File: config.mk
export PLATFORM = sky130hd
export DESIGN_NAME = dual_stepper_pulse_generator_core
export DESIGN_NICKNAME = d
export VERILOG_FILES = /design/src/sv/dspg_pkg.sv /design/src/sv/dspg_cfg_regs.sv /design/src/sv/dspg_chan_serve.sv /design/src/sv/dual_stepper_pulse_generator_core.sv
export SDC_FILE = /design/constraint.sdc
export NUM_CORES = 1
export LEC_CHECK = 0
export ABC_AREA = 1
export CAP_MARGIN = 20
export CORE_UTILIZATION = 45
export DETAILED_ROUTE_END_ITERATION = 6
export DONT_BUFFER_PORTS = 1
export GPL_TIMING_DRIVEN = 0
export SYNTH_ARGS = -nofsm -noshare
export SYNTH_HDL_FRONTEND = slang
export SYNTH_SLANG_ARGS = --single-unit
File: constraint.sdc
create_clock -name clk_i -period 3.97 [get_ports clk_i]
set_input_delay 0.397 -clock clk_i [delete_from_list [all_inputs] [get_ports clk_i]]
set_output_delay 0.397 -clock clk_i [all_outputs]
set_load 0.01 [all_outputs]
File: src/sv/dspg_pkg.sv
`timescale 1ns / 1ps
// ----------------------------------------------------------------------------
// dspg_pkg
// Shared types and constants of the dual stepper pulse generator.
// ----------------------------------------------------------------------------
package dspg_pkg;

  localparam int unsigned TimerW = 16;
  localparam int unsigned ScaleW = 8;
  localparam int unsigned SpeedW = 3;
  localparam int unsigned CountW = 24;
  localparam int unsigned CfgIdxW = 2;
  localparam int unsigned CfgDataW = 24;

  localparam logic [TimerW-1:0] IDLE_RESCHEDULE = 16'd1000;
  localparam logic [TimerW-1:0] MATCH_RESET = 16'd1000;
  localparam logic [SpeedW-1:0] SPEED_MAX = 3'd5;
  localparam logic [SpeedW-1:0] SPEED_MIN = 3'd1;
  localparam logic [CountW-1:0] COUNT_MAX = 24'hFF_FFFF;

  localparam logic [TimerW-1:0] PULSE_HIGH_RESET = 16'd16;
  localparam logic [ScaleW-1:0] SCALE_FIRST_RESET = 8'd19;
  localparam logic [ScaleW-1:0] SCALE_SECOND_RESET = 8'd5;
  localparam logic [CountW-1:0] STOP_COUNT_RESET = 24'd480000;

  typedef enum logic [1:0] {
    MODE_TICK  = 2'd0,
    MODE_SPEED = 2'd1,
    MODE_DIR   = 2'd2,
    MODE_START = 2'd3
  } mode_e;

  typedef enum logic [CfgIdxW-1:0] {
    CFG_PULSE_HIGH   = 2'd0,
    CFG_SCALE_FIRST  = 2'd1,
    CFG_SCALE_SECOND = 2'd2,
    CFG_STOP_COUNT   = 2'd3
  } cfg_idx_e;

  typedef struct packed {
    logic [TimerW-1:0] pulse_high;
    logic [ScaleW-1:0] scale_first;
    logic [ScaleW-1:0] scale_second;
    logic [CountW-1:0] stop_count;
  } cfg_t;

  // run flag and step count as they pass from one channel to the next
  typedef struct packed {
    logic              run;
    logic [CountW-1:0] total;
  } srv_t;

endpackage

File: src/sv/dspg_cfg_regs.sv
`timescale 1ns / 1ps
// ----------------------------------------------------------------------------
// dspg_cfg_regs
// Configuration register file with a plain write port.
// ----------------------------------------------------------------------------
module dspg_cfg_regs (
  input  logic                          clk_i,
  input  logic                          rst_ni,
  input  logic                          cfg_we_i,
  input  logic [dspg_pkg::CfgIdxW-1:0]  cfg_idx_i,
  input  logic [dspg_pkg::CfgDataW-1:0] cfg_wdata_i,
  output dspg_pkg::cfg_t                cfg_o
);

  dspg_pkg::cfg_t cfg_q, cfg_d;

  always_comb begin
    cfg_d = cfg_q;
    if (cfg_we_i) begin
      case (dspg_pkg::cfg_idx_e'(cfg_idx_i))
        dspg_pkg::CFG_PULSE_HIGH:   cfg_d.pulse_high = cfg_wdata_i[dspg_pkg::TimerW-1:0];
        dspg_pkg::CFG_SCALE_FIRST:  cfg_d.scale_first = cfg_wdata_i[dspg_pkg::ScaleW-1:0];
        dspg_pkg::CFG_SCALE_SECOND: cfg_d.scale_second = cfg_wdata_i[dspg_pkg::ScaleW-1:0];
        dspg_pkg::CFG_STOP_COUNT:   cfg_d.stop_count = cfg_wdata_i[dspg_pkg::CountW-1:0];
        default: cfg_d = cfg_q;
      endcase
    end
  end

  always_ff @(posedge clk_i or negedge rst_ni) begin
    if (!rst_ni) begin
      cfg_q.pulse_high   <= dspg_pkg::PULSE_HIGH_RESET;
      cfg_q.scale_first  <= dspg_pkg::SCALE_FIRST_RESET;
      cfg_q.scale_second <= dspg_pkg::SCALE_SECOND_RESET;
      cfg_q.stop_count   <= dspg_pkg::STOP_COUNT_RESET;
    end else begin
      cfg_q <= cfg_d;
    end
  end

  assign cfg_o = cfg_q;

endmodule

File: src/sv/dspg_chan_serve.sv
`timescale 1ns / 1ps
// ----------------------------------------------------------------------------
// dspg_chan_serve
// Compare-match service of one step channel: step level and next compare.
// ----------------------------------------------------------------------------
module dspg_chan_serve (
  input  logic                        match_i,
  input  logic                        count_en_i,
  input  logic                        level_i,
  input  logic [dspg_pkg::TimerW-1:0] matched_i,
  input  logic [dspg_pkg::TimerW-1:0] next_i,
  input  logic [dspg_pkg::ScaleW-1:0] scale_i,
  input  logic [dspg_pkg::SpeedW-1:0] speed_i,
  input  logic [dspg_pkg::TimerW-1:0] pulse_high_i,
  input  logic [dspg_pkg::CountW-1:0] stop_count_i,
  input  dspg_pkg::srv_t              srv_i,
  output logic                        level_o,
  output logic [dspg_pkg::TimerW-1:0] next_o,
  output dspg_pkg::srv_t              srv_o
);

  localparam int unsigned LowW = dspg_pkg::ScaleW + dspg_pkg::SpeedW;

  logic [LowW-1:0]               low_ticks;
  logic [dspg_pkg::CountW-1:0]   total_inc;

  assign low_ticks = LowW'(scale_i) * LowW'(speed_i);
  assign total_inc = (count_en_i && (srv_i.total != dspg_pkg::COUNT_MAX)) ?
                     srv_i.total + 1'b1 : srv_i.total;

  always_comb begin
    level_o = level_i;
    next_o  = next_i;
    srv_o   = srv_i;
    if (match_i) begin
      if (srv_i.run) begin
        if (!level_i) begin
          // rising step, limit checked on every rising edge
          level_o     = 1'b1;
          next_o      = matched_i + pulse_high_i;
          srv_o.total = total_inc;
          if (total_inc >= stop_count_i) begin
            srv_o.run = 1'b0;
          end
        end else begin
          level_o = 1'b0;
          next_o  = matched_i + dspg_pkg::TimerW'(low_ticks);
        end
      end else begin
        next_o = matched_i + dspg_pkg::IDLE_RESCHEDULE;
      end
    end
  end

endmodule

File: src/sv/dual_stepper_pulse_generator_core.sv
`timescale 1ns / 1ps
// ----------------------------------------------------------------------------
// dual_stepper_pulse_generator_core
// Step and direction generator for two stepper channels with shared timer.
// ----------------------------------------------------------------------------
// throughput: one word per cycle while the result word is not stalled; the input register
//   feeds the state update, and the state registers are the result register
// reset: asynchronous, active low; clears timer, run flag and step count,
//   compares to 1000, speed level 5, channel two direction high
module dual_stepper_pulse_generator_core (
  input  logic                          clk_i,
  input  logic                          rst_ni,
  input  logic                          cfg_we_i,
  input  logic [dspg_pkg::CfgIdxW-1:0]  cfg_idx_i,
  input  logic [dspg_pkg::CfgDataW-1:0] cfg_wdata_i,
  input  logic                          in_valid_i,
  output logic                          in_ready_o,
  input  logic [1:0]                    mode_i,
  input  logic                          channel_select_i,
  output logic                          out_valid_o,
  input  logic                          out_ready_i,
  output logic                          step_first_o,
  output logic                          step_second_o,
  output logic                          dir_first_o,
  output logic                          dir_second_o,
  output logic                          running_o,
  output logic [dspg_pkg::SpeedW-1:0]   speed_level_o,
  output logic [dspg_pkg::CountW-1:0]   steps_done_o
);

  dspg_pkg::cfg_t cfg;

  dspg_cfg_regs u_cfg (
    .clk_i       (clk_i),
    .rst_ni      (rst_ni),
    .cfg_we_i    (cfg_we_i),
    .cfg_idx_i   (cfg_idx_i),
    .cfg_wdata_i (cfg_wdata_i),
    .cfg_o       (cfg)
  );

  // input register
  logic       in_valid_q;
  logic [1:0] mode_q;
  logic       sel_q;
  logic       out_valid_q;
  logic       advance;

  assign advance    = in_valid_q && (!out_valid_q || out_ready_i);
  assign in_ready_o = !in_valid_q || advance;

  always_ff @(posedge clk_i or negedge rst_ni) begin
    if (!rst_ni) begin
      in_valid_q  <= 1'b0;
      out_valid_q <= 1'b0;
    end else begin
      if (in_valid_i && in_ready_o) begin
        in_valid_q <= 1'b1;
      end else if (advance) begin
        in_valid_q <= 1'b0;
      end
      if (advance) begin
        out_valid_q <= 1'b1;
      end else if (out_ready_i) begin
        out_valid_q <= 1'b0;
      end
    end
  end

  always_ff @(posedge clk_i) begin
    if (in_valid_i && in_ready_o) begin
      mode_q <= mode_i;
      sel_q  <= channel_select_i;
    end
  end

  // block state
  logic [dspg_pkg::TimerW-1:0] tick_q, tick_d;
  logic [dspg_pkg::TimerW-1:0] next1_q, next1_d, next2_q, next2_d;
  logic                        lvl1_q, lvl1_d, lvl2_q, lvl2_d;
  logic                        dir1_q, dir1_d, dir2_q, dir2_d;
  logic                        run_q, run_d;
  logic [dspg_pkg::SpeedW-1:0] speed_q, speed_d;
  logic                        falling_q, falling_d;
  logic [dspg_pkg::CountW-1:0] total_q, total_d;

  logic [dspg_pkg::TimerW-1:0] tick_inc;
  logic [dspg_pkg::TimerW-1:0] srv_next1, srv_next2;
  logic                        srv_lvl1, srv_lvl2;
  logic                        fall_sel;
  dspg_pkg::srv_t              srv_in, srv_mid, srv_out;

  assign tick_inc     = tick_q + 1'b1;
  assign srv_in.run   = run_q;
  assign srv_in.total = total_q;

  // channel one is served first and may clear the shared run flag before channel two is served
  dspg_chan_serve u_srv_first (
    .match_i      (tick_inc == next1_q),
    .count_en_i   (1'b0),
    .level_i      (lvl1_q),
    .matched_i    (tick_inc),
    .next_i       (next1_q),
    .scale_i      (cfg.scale_first),
    .speed_i      (speed_q),
    .pulse_high_i (cfg.pulse_high),
    .stop_count_i (cfg.stop_count),
    .srv_i        (srv_in),
    .level_o      (srv_lvl1),
    .next_o       (srv_next1),
    .srv_o        (srv_mid)
  );

  dspg_chan_serve u_srv_second (
    .match_i      (tick_inc == next2_q),
    .count_en_i   (1'b1),
    .level_i      (lvl2_q),
    .matched_i    (tick_inc),
    .next_i       (next2_q),
    .scale_i      (cfg.scale_second),
    .speed_i      (speed_q),
    .pulse_high_i (cfg.pulse_high),
    .stop_count_i (cfg.stop_count),
    .srv_i        (srv_mid),
    .level_o      (srv_lvl2),
    .next_o       (srv_next2),
    .srv_o        (srv_out)
  );

  // speed level bounces between the two end levels
  always_comb begin
    if (speed_q >= dspg_pkg::SPEED_MAX) begin
      fall_sel = 1'b1;
    end else if (speed_q <= dspg_pkg::SPEED_MIN) begin
      fall_sel = 1'b0;
    end else begin
      fall_sel = falling_q;
    end
  end

  always_comb begin
    tick_d    = tick_q;
    next1_d   = next1_q;
    next2_d   = next2_q;
    lvl1_d    = lvl1_q;
    lvl2_d    = lvl2_q;
    dir1_d    = dir1_q;
    dir2_d    = dir2_q;
    run_d     = run_q;
    speed_d   = speed_q;
    falling_d = falling_q;
    total_d   = total_q;
    case (dspg_pkg::mode_e'(mode_q))
      dspg_pkg::MODE_TICK: begin
        tick_d  = tick_inc;
        next1_d = srv_next1;
        next2_d = srv_next2;
        lvl1_d  = srv_lvl1;
        lvl2_d  = srv_lvl2;
        run_d   = srv_out.run;
        total_d = srv_out.total;
      end
      dspg_pkg::MODE_SPEED: begin
        falling_d = fall_sel;
        speed_d   = fall_sel ? speed_q - 1'b1 : speed_q + 1'b1;
      end
      dspg_pkg::MODE_DIR: begin
        if (sel_q) begin
          dir2_d = !dir2_q;
        end else begin
          dir1_d = !dir1_q;
        end
      end
      dspg_pkg::MODE_START: begin
        run_d   = !run_q;
        total_d = '0;
      end
      default: begin
        tick_d = tick_q;
      end
    endcase
  end

  always_ff @(posedge clk_i or negedge rst_ni) begin
    if (!rst_ni) begin
      tick_q    <= '0;
      next1_q   <= dspg_pkg::MATCH_RESET;
      next2_q   <= dspg_pkg::MATCH_RESET;
      lvl1_q    <= 1'b0;
      lvl2_q    <= 1'b0;
      dir1_q    <= 1'b0;
      dir2_q    <= 1'b1;
      run_q     <= 1'b0;
      speed_q   <= dspg_pkg::SPEED_MAX;
      falling_q <= 1'b0;
      total_q   <= '0;
    end else if (advance) begin
      tick_q    <= tick_d;
      next1_q   <= next1_d;
      next2_q   <= next2_d;
      lvl1_q    <= lvl1_d;
      lvl2_q    <= lvl2_d;
      dir1_q    <= dir1_d;
      dir2_q    <= dir2_d;
      run_q     <= run_d;
      speed_q   <= speed_d;
      falling_q <= falling_d;
      total_q   <= total_d;
    end
  end

  assign out_valid_o   = out_valid_q;
  assign step_first_o  = lvl1_q;
  assign step_second_o = lvl2_q;
  assign dir_first_o   = dir1_q;
  assign dir_second_o  = dir2_q;
  assign running_o     = run_q;
  assign speed_level_o = speed_q;
  assign steps_done_o  = total_q;

endmodule

# ---- After elaboration in Yosys (flattened, before gate mapping)
# Cells that the tools add are included.
dict set report op_classes {
  n_addsub 8
  bitwise_logic 1
  n_eq_ne 9
  n_reduce_logical 27
  n_lt_le_gt_ge 4
  n_mul 2
  mux 24
}
# operator count
set op_table {}
lappend op_table {{25-bit two-way mux} 6}
lappend op_table {{16-bit two-way mux} 4}
lappend op_table {{24-bit >= comparator} 2}
lappend op_table {{24-bit case mux with 2 select lines} 1}
lappend op_table {{16-bit by 11-bit adder with 16-bit output} 2}
lappend op_table {{16-bit equality test} 2}
lappend op_table {{24-bit by 1-bit adder with 24-bit output, second input constant} 1}
lappend op_table {{24-bit two-way mux} 1}
lappend op_table {{24-bit inequality test, second input constant} 1}
lappend op_table {{8-bit by 3-bit multiplier with 11-bit output} 2}
lappend op_table {{16-bit by 1-bit adder with 16-bit output, second input constant} 1}
lappend op_table {{16-bit by 10-bit adder with 16-bit output, second input constant} 1}
lappend op_table {{16-bit adder} 1}
lappend op_table {{2-bit AND reduction} 7}
lappend op_table {{3-bit AND reduction} 4}
lappend op_table {{1-bit two-way mux} 10}
lappend op_table {{2-bit equality test, second input constant} 4}
lappend op_table {{4-bit AND reduction} 2}
lappend op_table {{2-bit nonzero test} 3}
lappend op_table {{1-bit zero test} 5}
lappend op_table {{2-bit by 1-bit equality test with 1-bit output, second input constant} 2}
lappend op_table {{2-bit zero test} 2}
lappend op_table {{3-bit by 1-bit adder with 3-bit output, second input constant} 1}
lappend op_table {{3-bit >= comparator, second input constant} 1}
lappend op_table {{7 further kinds} 9}
dict set report word_totals {
  out_inout_bits 34
  ff_bits 142
  word_cells 94
  input_bits 34
}

# ---- Depth between registers and ports, before layout
dict set report depth {
  word_depth 13
  ltp_mapped 24
  mapped_depth_nobuf 23
}

# ---- By module
# From an unflattened synthesis, not the netlist that was laid out.
dict set report unflattened {
  cells_unflattened 2712
  area_unflattened_um2 16423.3
}
# module cells_each area_each_um2 instances seq_area_each_um2
set by_module_without_submodules {}
lappend by_module_without_submodules {{dspg_chan_serve (u_srv_second)} 942 4809.6 1 0.0}
lappend by_module_without_submodules {{dspg_chan_serve (u_srv_first)} 934 4805.9 1 0.0}
lappend by_module_without_submodules {dual_stepper_pulse_generator_core 587 4509.3 1 2185.8}
lappend by_module_without_submodules {dspg_cfg_regs 249 2298.5 1 1417.6}

# ---- Worst setup path before layout
# Ideal clock, no wire load.
dict set report synth_path {
  path_kind {flip-flop to flip-flop}
  start {register speed_q, in the netlist speed_level_o[2]}
  end {register next1_q[13] (netlist name)}
  arrival_ns 3.801
  required_ns 3.844
  setup_ns 0.126
  setup_slack_ns 0.043
  path_buffers 2
  stages_incl_launch_ff 20
  period_less_slack_ns 3.927
  cell_sequence {dfstp_2 -> clkbuf_1 -> buf_1 -> nand2_1 -> fa_1 -> fa_1 -> inv_1 -> fa_1 -> nand3_1 -> nand2_1 -> a21oi_1 -> o21ai_0 -> nand2_1 -> nand2_1 -> nand3_1 -> nand3_1 -> nand3_1 -> o21ai_0 -> nand2_1 -> o21ai_0}
}
dict set report synth_between {
  elab_chain_len 4
}
# item line_no
set synth_rtl {}
lappend synth_rtl {{start: declaration} dual_stepper_pulse_generator_core.sv:83} ;# logic [dspg_pkg::SpeedW-1:0] speed_q, speed_d;
lappend synth_rtl {{start signal: assignment} dual_stepper_pulse_generator_core.sv:194} ;# speed_q <= dspg_pkg::SPEED_MAX;
lappend synth_rtl {{start signal: assignment} dual_stepper_pulse_generator_core.sv:206} ;# speed_q <= speed_d;
lappend synth_rtl {{8-bit by 3-bit multiplier with 11-bit output} dspg_chan_serve.sv:27} ;# assign low_ticks = LowW'(scale_i) * LowW'(speed_i);
lappend synth_rtl {{16-bit by 11-bit adder with 16-bit output} dspg_chan_serve.sv:47} ;# next_o = matched_i + dspg_pkg::TimerW'(low_ticks);
lappend synth_rtl {{16-bit two-way mux} dspg_chan_serve.sv:37} ;# if (!level_i) begin
lappend synth_rtl {{16-bit two-way mux} dspg_chan_serve.sv:36} ;# if (srv_i.run) begin
lappend synth_rtl {{end signal: assignment} dual_stepper_pulse_generator_core.sv:187} ;# next1_q <= dspg_pkg::MATCH_RESET;
lappend synth_rtl {{end signal: assignment} dual_stepper_pulse_generator_core.sv:199} ;# next1_q <= next1_d;
lappend synth_rtl {{end: declaration} dual_stepper_pulse_generator_core.sv:79} ;# logic [dspg_pkg::TimerW-1:0] next1_q, next1_d, next2_q, next2_d;
# No other way between the ends.
# A chain may end at the register's enable or synchronous reset.

# ---- Worst setup path in the final report
dict set report layout_path {
  start {register speed_q, in the netlist speed_level_o[0]}
  end {register next1_q[13] (netlist name)}
}
# The elaborated chain is that of the path after synthesis.

==> impl_results.md <==
- Worst-path fanout max: 10
- Max Slew Vio Count: 0
- Placer Congestion: 0.9615
- Syn Inst Count: between 1500 and 2000
- Register area share after synthesis: about 29%
- H-tree depth: 4
- Avg WL per Cell: 16.37 um
- Initial DRC Count: 701
- Hold Vio Cnt, Final: 0
- Peak supply drop: roughly 360 uV
- Synth top area share: 22.18%
- Synth-to-layout area growth: 10.68%
- Share of layout cells above drive strength 1: roughly 9.3%
- First-pass GRT wire length: 58310 um
- Antenna violations before repair: 0
- TritonCTS buffer count: 17
- Clock Tree Root: clkbuf_16
- Post-synthesis register bit count: 142
- Kind of critical path: register to register
- Syn Area/Cell: 6.968 um2
- Clk_lat worst skew: ~0.44 ns
- Setup crit start kind: register
- Met1 usage in global routing: 34.51%
- Int Power: 4018 uW
- Finished Layout Cells: 2213
- Worst r2r src: speed_level_o[0]$_DFFE_PN1P_
- PortBufs: 0
- Final setup viols: 0
- Lkg Pwr: a little over 0.007 uW
- Psw: 3446 uW
- Critical path endpoint category: register
- Clk pwr share: a little over a fifth
- Critical Path AT: slightly above 4 ns
- Pin count of the biggest net entering global routing: between 100 and 150
- Total clock sinks: ~140
- Slew headroom: approximately half
- Post-route clock period utilization: a little over nine tenths
- Clk buf depth: 2
- Most common cell after layout, fill and taps aside: nand2_1
- Global route total overflow: 0
- RSZ-0062 raised after global routing: no
- Die H: 168.8 um
- Post-Synthesis Cell Area: between 10000 and 15000 um2
- CTS tree: done
- Share of power burned in registers: 24.7%
- DR DRC count: 0
- Async SR Flop Fraction: between 90% and 100%
- R2R Path End: next1_q[13]$_DFFE_PN0P_
- Top Usage Layer GRT: met2
- Placement Rows: 60
- Area leader, netlist: dfrtp_1
- Critical Path RT: around 4.3 ns
- Critical path endpoint: next1_q[13]$_DFFE_PN0P_
- GR met3 Demand/Resource: under 10%
- Reg2reg setup slack: roughly 0.17 ns
- Die X: between 150 and 200 um
- Post-route ant nets: 0
- Switch share: between 40% and 50%
- Crit path from: speed_level_o[0]$_DFFE_PN1P_
- Worst hold slack: just under 0.06 ns
- Dpl cells: roughly 2200
- Ys flop type: dfrtp_1
- Final critical-path required period: between 3 and 4 ns
- Tightest Pin Transition: between 0.7 and 0.8 ns
- Met2 GRT Util: a little under half
- R2R depth: 19
- Worst Clk Skew: around 0.014 ns
- Tot GR Track Use: between 20% and 30%
- Synth unique cells: 47
- Nets@finish: 1994
- DP HPWL: around 29000 um
- Via density per instance: between 5 and 6
- Wirelength, routed: about 36000 um
- EDFF count, synth: 3
- Combinational share of power: between 50% and 60%
- YS warnings: 0
- Via Count: between 10000 and 15000
- Hold crit path type: input port to register
- Initial Util: between 40% and 50%
- CTS clk-pin slew, worst paths: 0.07 ns
- Area of the core: roughly 27000 um2
- P per Cell Area: between 500 and 600 nW/um2
- Fmax: between 200 and 300 MHz
- Most frequent cells in the layout: 562 x nand2_1, 247 x inv_1, 134 x o21ai_0
- Filler Cell Count: around 2800
- ANT cells: 0
- Max-Cap Viols: 0
- Synth Net Count: ~2000
- Cells taking the most area after synthesis: dfrtp_1 22%, nand2_1 17%, ha_1 10%
- Die footprint: 28500 um2
- Vias in the first global route: approximately 11000
- Status: completed
- Drt first pass iters: 6
- I/O pins: 68
-- state kept, by name (all words and copies together) (netlist names), 2 cells and up --
register,flops
next1_q,16
u_cfg.cfg_o,56
steps_done_o,24
next2_q,16
mode_q,2
speed_level_o,3
tick_q,16
-- worst max-delay path: stages, from the launching register on --
cell and delay, ns:
dfstp_2 0.59, clkbuf_8 0.15, clkbuf_8 0.15, nand2_1 0.08, fa_1 0.49, fa_1 0.53
inv_1 0.07, fa_2 0.40, nand3_1 0.11, nand2_2 0.08, a21oi_2 0.20, o21ai_2 0.09
nand2_2 0.12, nand2_4 0.08, nand3_1 0.08, nand3_1 0.07, nand3_1 0.11, o21ai_0 0.10
nand2_1 0.08, o21ai_0 0.07
-- routing by layer --
metal  share of wire [%]  up-vias  wire [um]
li1                    -     5818          -
met1                  47     5419      16950
met2                  48      258      17270
met3                 3.5       41       1281
met4                 2.0        0        717
met5                   0        -          0
-- Yosys cell counts, drive strengths merged, types with 7 or more instances --
master  number
o21ai      147
nand4       40
nand2      585
fa          31
clkbuf      25
nand3      109
a21oi       73
dfrtp      111
ha         101
nor3        29
buf         20
inv        253
dfstp       28
o21bai       7
xor2        52
xnor2       17
nor2       118
-- logic make-up (layout without fill, tap and decap cells) --
group | Yosys count | count (layout) | synth area share [%]
AOI/OAI and AO/OA | 250 | 250 | 10.68
and+or+nand+nor | 899 | 899 | 30.85
muxes | 1 | 1 | 0.08992
xor gates and xnor gates | 70 | 70 | 5.006
DFF | 142 | 142 | 28.78
buffers and inverters | 303 | 347 | 9.552
adders and majority gates | 132 | 132 | 15.05
-- power by group through the flow --
stage	Combinational, uW	Clock [uW]	Sequential [uW]
floorplan	2820	0	1800
CTS	3840	1650	1840
detailed placement	3700	0	1860
finish	4000	1620	1840
global route	4560	1710	1870
global placement	3660	0	1850
-- worst min path at each step --
stage	startpoint	end	slack, ns	cells past startpoint
floorplan	rst_ni	dir_first_o$_DFFE_PN0P_	0.10	0
global placement	rst_ni	tick_q[12]$_DFFE_PN0P_	0.11	0
detailed placement	rst_ni	tick_q[12]$_DFFE_PN0P_	0.11	0
CTS	channel_select_i	sel_q$_DFFE_PP_	0.05	0
global route	channel_select_i	sel_q$_DFFE_PP_	0.05	0
finish	channel_select_i	sel_q$_DFFE_PP_	0.06	0
-- cell type report --
type / count / area [um2] / share of cell area [%]
multi-input combinational: 1352 / 7843 / 56.59
sequential: 142 / 3607 / 26.03
inverter: 258 / 968.4 / 6.987
tap: 372 / 465.4 / 3.358
clock buffer: 18 / 439.2 / 3.169
buffer: 45 / 277.8 / 2.004
clock inverter: 14 / 146.4 / 1.056
timing repair buffer: 12 / 112.6 / 0.8125
-- metrics by stage --
stage	cell area, um2	TNS (ns)	total power [uW]	setup WS, ns	utilization (%)
CTS	13680	0	7331	0.03581	50.49
finish	13860	0	7463	0.1747	51.14
global placement	12990	-8.388	5517	-0.7777	47.92
floorplan	12520	0	4626	0.04332	-
detailed placement	12990	-9.218	5561	-0.8148	47.92
global route	13860	0	8135	0.006823	51.14
-- what timing repair did --
item,4_1_cts,5_1_grt
setup buffers,1,9
gates cloned,0,0
resized for setup,25,37
setup endpoints to repair,25,15
endpoints found under the hold margin,139,0
pin swaps,3,8
hold buffers,2,0
Note: power is estimated with default switching activity, not from simulation.
